**src/hw/rtl/pcx_pkg.sv**
```systemverilog
package pcx_pkg;

    // Input item kinds.
    localparam logic [1:0] KIND_PALETTE   = 2'd0;
    localparam logic [1:0] KIND_DATA      = 2'd1;
    localparam logic [1:0] KIND_NEW_IMAGE = 2'd2;

    // Configuration register indexes.
    localparam logic [1:0] CFG_PLANAR_MODE  = 2'd0;
    localparam logic [1:0] CFG_IMAGE_WIDTH  = 2'd1;
    localparam logic [1:0] CFG_IMAGE_HEIGHT = 2'd2;

    localparam int CFG_DATA_W = 13;

    // A byte at or above this value introduces a run.
    localparam logic [7:0] RUN_HEADER = 8'd192;
    localparam logic [7:0] RUN_MASK   = 8'h3F;

    localparam logic [1:0] NUM_PLANES = 2'd3;

    localparam int PAL_DEPTH = 256;

    localparam int QUEUE_DEPTH = 2;
    localparam int QUEUE_PTR_W = $clog2(QUEUE_DEPTH);

    typedef struct packed {
        logic [1:0] kind;
        logic [7:0] data_byte;
        logic [7:0] palette_slot;
        logic [7:0] palette_red;
        logic [7:0] palette_green;
        logic [7:0] palette_blue;
    } pcx_item_t;

    typedef struct packed {
        logic [23:0] pixel_index;
        logic [1:0]  plane;
        logic        whole_pixel;
        logic [7:0]  red;
        logic [7:0]  green;
        logic [7:0]  blue;
        logic        last;
        logic        overrun;
        logic        image_done;
    } pcx_pixel_t;

    typedef struct packed {
        logic                  planar_mode;
        logic [CFG_DATA_W-1:0] image_width;
        logic [CFG_DATA_W-1:0] image_height;
    } pcx_cfg_t;

    typedef enum logic [1:0] {
        OP_PALETTE,
        OP_DATA,
        OP_NEW_IMAGE
    } pcx_op_kind_t;

    // One classified item as it travels from the front end to the back end.
    typedef struct packed {
        pcx_op_kind_t op;
        logic         run_hdr;
        logic [7:0]   value;
        logic [7:0]   slot;
        logic [23:0]  rgb;
    } pcx_entry_t;

    typedef enum logic {
        ST_IDLE,
        ST_EMIT
    } pcx_state_t;

endpackage

```
**src/hw/rtl/pcx_queue.sv**
```systemverilog
module pcx_queue (
    input  logic                clk,
    input  logic                rst_n,
    input  logic                push,
    input  pcx_pkg::pcx_entry_t push_entry,
    input  logic                pop,
    output pcx_pkg::pcx_entry_t head_entry,
    output logic                full,
    output logic                empty
);
    import pcx_pkg::*;

    logic [QUEUE_PTR_W-1:0] wr_ptr_reg, wr_ptr_next;
    logic [QUEUE_PTR_W-1:0] rd_ptr_reg, rd_ptr_next;
    logic [QUEUE_PTR_W:0]   count_reg, count_next;
    pcx_entry_t             slots_reg [QUEUE_DEPTH];

    assign full       = (count_reg == (QUEUE_PTR_W + 1)'(QUEUE_DEPTH));
    assign empty      = (count_reg == '0);
    assign head_entry = slots_reg[rd_ptr_reg];

    always_comb
    begin
        wr_ptr_next = push ? wr_ptr_reg + 1'b1 : wr_ptr_reg;
        rd_ptr_next = pop ? rd_ptr_reg + 1'b1 : rd_ptr_reg;
        count_next  = count_reg;
        if (push && !pop)
        begin
            count_next = count_reg + 1'b1;
        end
        else if (pop && !push)
        begin
            count_next = count_reg - 1'b1;
        end
    end

    always_ff @(posedge clk or negedge rst_n)
    begin
        if (!rst_n)
        begin
            wr_ptr_reg <= '0;
            rd_ptr_reg <= '0;
            count_reg  <= '0;
        end
        else
        begin
            wr_ptr_reg <= wr_ptr_next;
            rd_ptr_reg <= rd_ptr_next;
            count_reg  <= count_next;
        end
    end

    always_ff @(posedge clk)
    begin
        if (push)
        begin
            slots_reg[wr_ptr_reg] <= push_entry;
        end
    end

endmodule

```
**config.mk**
```make
export PLATFORM = sky130hd
export DESIGN_NAME = pcx_queue
export DESIGN_NICKNAME = d
export VERILOG_FILES = /design/src/hw/rtl/pcx_pkg.sv /design/src/hw/rtl/pcx_queue.sv
export SDC_FILE = /design/constraint.sdc
export NUM_CORES = 1
export LEC_CHECK = 0
export BUFFER_PORTS_ARGS = -buffer_cell sky130_fd_sc_hd__buf_2
export CORE_MARGIN = 2
export CORE_UTILIZATION = 47
export DETAILED_ROUTE_END_ITERATION = 10
export HOLD_SLACK_MARGIN = 0.05
export PLACE_DENSITY = 0.73
export SLEW_MARGIN = 20
export SYNTH_ARGS = -nofsm -noshare
export SYNTH_HDL_FRONTEND = slang
export SYNTH_SLANG_ARGS = --single-unit
```
**constraint.sdc**
```tcl
create_clock -name clk -period 2.85 [get_ports clk]
set_input_delay 0.1425 -clock clk [delete_from_list [all_inputs] [get_ports clk]]
set_output_delay 0.1425 -clock clk [all_outputs]
set_load 0.01 [all_outputs]
```
==> flow_summary.yaml <==
global_routing:
  grt_usage_pct: 15.8
  grt_pass1_vias: 1974
  gr-total-overflow: 0
  antenna_found_initial: 0
  grt_max_degree: 34
  grt_pass1_wl_um: 9760
drt:
  wl_um: 6060
  drc: 0
  drtIter0Drc: 87
  drtAntennaViolNets: 0
  wire_per_inst_um: 15.1
  drt_first_pass_iters: 4
  vias_per_cell: 4.60
  num_vias: 1846
yosys:
  synth_area_leaders: "edfxtp_1 74%, mux2_4 17%, dfrtp_1 2.9%"
  synth-main-ff-cell: "edfxtp_1"
  yosys_warnings: 0
  synthCells: 150
  synth_top_family_by_area: "multiplexers"
  yosysTopAreaCellShare_pct: 74.0
  synth-compound-area-share_pct: 0
  synth_seq_cells: 90
  synth_fa_ha_area_share_pct: 0.358
  synth_area_leader_cell: "edfxtp_1"
  synth.avg_cell_area_um2: 23.3
  ys_seq_area_share_pct: 76.8
  synth_xor_xnor_area_share_pct: 1.25
  synthMostInstantiatedCell: "edfxtp_1"
  postSynth.asyncResetShare_pct: 4.44
  synth_edf_count: 86
  yosys.area_share.simple_pct: 0.753
  synth_mux_area_share_pct: 18.1
  synth_nets: 198
  yosysUniqueCellTypes: 13
  synthTopCellsByCount: "86 x edfxtp_1, 39 x mux2_4"
  netlist_area_um2: 3490
sta:
  final_hold_viol_count: 0
  fmax_mhz: 478
  hold_slack_ps: 135
  period_needed_ps: 2090
  tns_ps: 0
  rsz0062_at_grt: "false"
  skew_ps: 9.15
  maxSlewHeadroom_pct: 54.6
  final_max_slew_viol_count: 0
  fin_crit_sh_pct: 73.4
  worst_pin_slew_ps: 682
  setup_viol: 0
  fin_ws_ps: 758
clock_tree:
  htree_num_levels: 3
  clock-root-buffer: "clkbuf_8"
  post_cts_resized: 0
  cts_tree: "done"
  cts_buffer_depth: 2
  post_cts.repair.setup_buffers: 0
  clk_pin_slew_ps: 80
  cts_buffers: 9
  cts.sinks: 90
  holdBufCountCts: 46
  clk_latency_ps: 350
die:
  die_h_um: 90.2
  core_area_um2: 7210
  row_count: 31
  start_util_pct: 48.4
  design.die.area_um2: 8130
  dieWidth_um: 90.2
  num_io_pins: 92
layout:
  syn2layout_area_growth_pct: 34.9
  insertedDiodeCount: 0
  final.fill_count: 527
  largest_reg_flops: 86
  fin_area_um2: 4710
  final_util_pct: 65.3
  nets: 345
  drive_above_1_share_pct: 51.7
worst_setup_path:
  path_delay_family: "flip-flops"
  critPathKind: "flop to primary output"
  crit_arrival_ps: 1950
  reg2reg_from: "wr_ptr_reg"
  timing.rr.end: "slots_reg[0][36]"
  required_ps: 2710
  path_max_fanout: 23
  startpoint_type: "flop"
  endpoint_kind: "primary output"
  r2r_slack_ps: 1240
  cp_slowest_stage_delay_ps: 820
  slowest_stage: "dfrtp_2"
  ff2ff_path_depth: 2
  cp_cell_sequence: "buf_12 > mux2_4 > buf_2"
  critPathBufInv: 2
placed_design:
  dpl_cell_area_um2: 4030
  dp_hpwl_um: 3660
  routabilityCongestion: 0.693
  port_buffers: 91
  pre_cts_ws_ps: 1110
power:
  clkPwrFrac_pct: 22.3
  p_switching_mw: 1.18
  p_seq_share_pct: 46.1
  p_per_area_nw_per_um2: 885
  leakagePower_nw: 1.92
  pwr-share-comb_pct: 31.6
  swShare_pct: 28.3
  peakVddDrop_uv: 562
  internal_power_mw: 2.99
run:
  drv_cap: 0
status:
  status: "finished clean"
hold_path:
  hold_class: "primary input to async pin"
==> power by group through the flow <==
stage / Clock, mW / Sequential (mW) / Combinational (mW)
2_1_floorplan: 0 / 1.86 / 1.04
3_3_place_gp: 0 / 1.95 / 1.27
3_5_place_dp: 0 / 1.95 / 1.28
4_1_cts: 0.951 / 1.92 / 1.34
5_1_grt: 0.997 / 1.95 / 1.42
6_report: 0.930 / 1.92 / 1.32
==> how the worst max path moves through the flow <==
stage                from               to  slack (ps)  depth (start not counted)
6_report       rd_ptr_reg   head_entry[11]         760                          3
5_1_grt        rd_ptr_reg   head_entry[11]         660                          3
4_1_cts        rd_ptr_reg   head_entry[12]         710                          3
3_5_place_dp   rd_ptr_reg   head_entry[12]        1110                          3
3_3_place_gp   rd_ptr_reg   head_entry[12]        1130                          3
2_1_floorplan  wr_ptr_reg  slots_reg[0][0]          80                          1
==> final cells by class <==
type / count / area [um2] / area share (%)
Clock inverter: 6 / 90.1 / 1.91
Clock buffer: 10 / 128 / 2.71
Sequential cell: 90 / 2680 / 57.0
Tap cell: 99 / 124 / 2.63
Inverter: 1 / 3.75 / 0.0797
Timing Repair Buffer: 141 / 958 / 20.4
Multi-Input combinational cell: 54 / 722 / 15.3
==> layout by cell type, fill, tap and decap left out, types with 2 or more instances in the layout <==
cell	netlist	final
clkbuf_8	0	9
bufinv_16	0	2
dlygate4sd3_1	0	46
mux2_2	4	4
buf_4	0	3
nor2_1	2	2
xor2_1	4	4
buf_2	0	91
mux2_4	39	39
edfxtp_1	86	86
dfrtp_1	4	3
==> layer usage <==
metal | up-vias | share of wire (%) | global-route usage (%)
li1 | 876 | - | -
met1 | 889 | 44 | 20.5
met2 | 71 | 50 | 25.9
met3 | 10 | 4.6 | 3.35
met4 | 0 | 1.6 | 7.18
met5 | - | 0 | 0
==> cells by family (layout without fill, tap and decap cells) <==
family | count (synthesis) | after routing
DFF | 90 | 90
muxes | 43 | 43
buffers and inverters | 6 | 158
xor gates and xnor gates | 5 | 5
and+or+nand+nor | 5 | 5
adders and majority gates | 1 | 1
==> per-stage QoR <==
stage          cells  total power [mW]
3_5_place_dp     339              3.23
5_1_grt          401              4.37
6_report         401              4.17
4_1_cts          401              4.21
2_1_floorplan    150              2.89
3_3_place_gp     339              3.21
No activity file was read; power rests on OpenSTA's default activity.
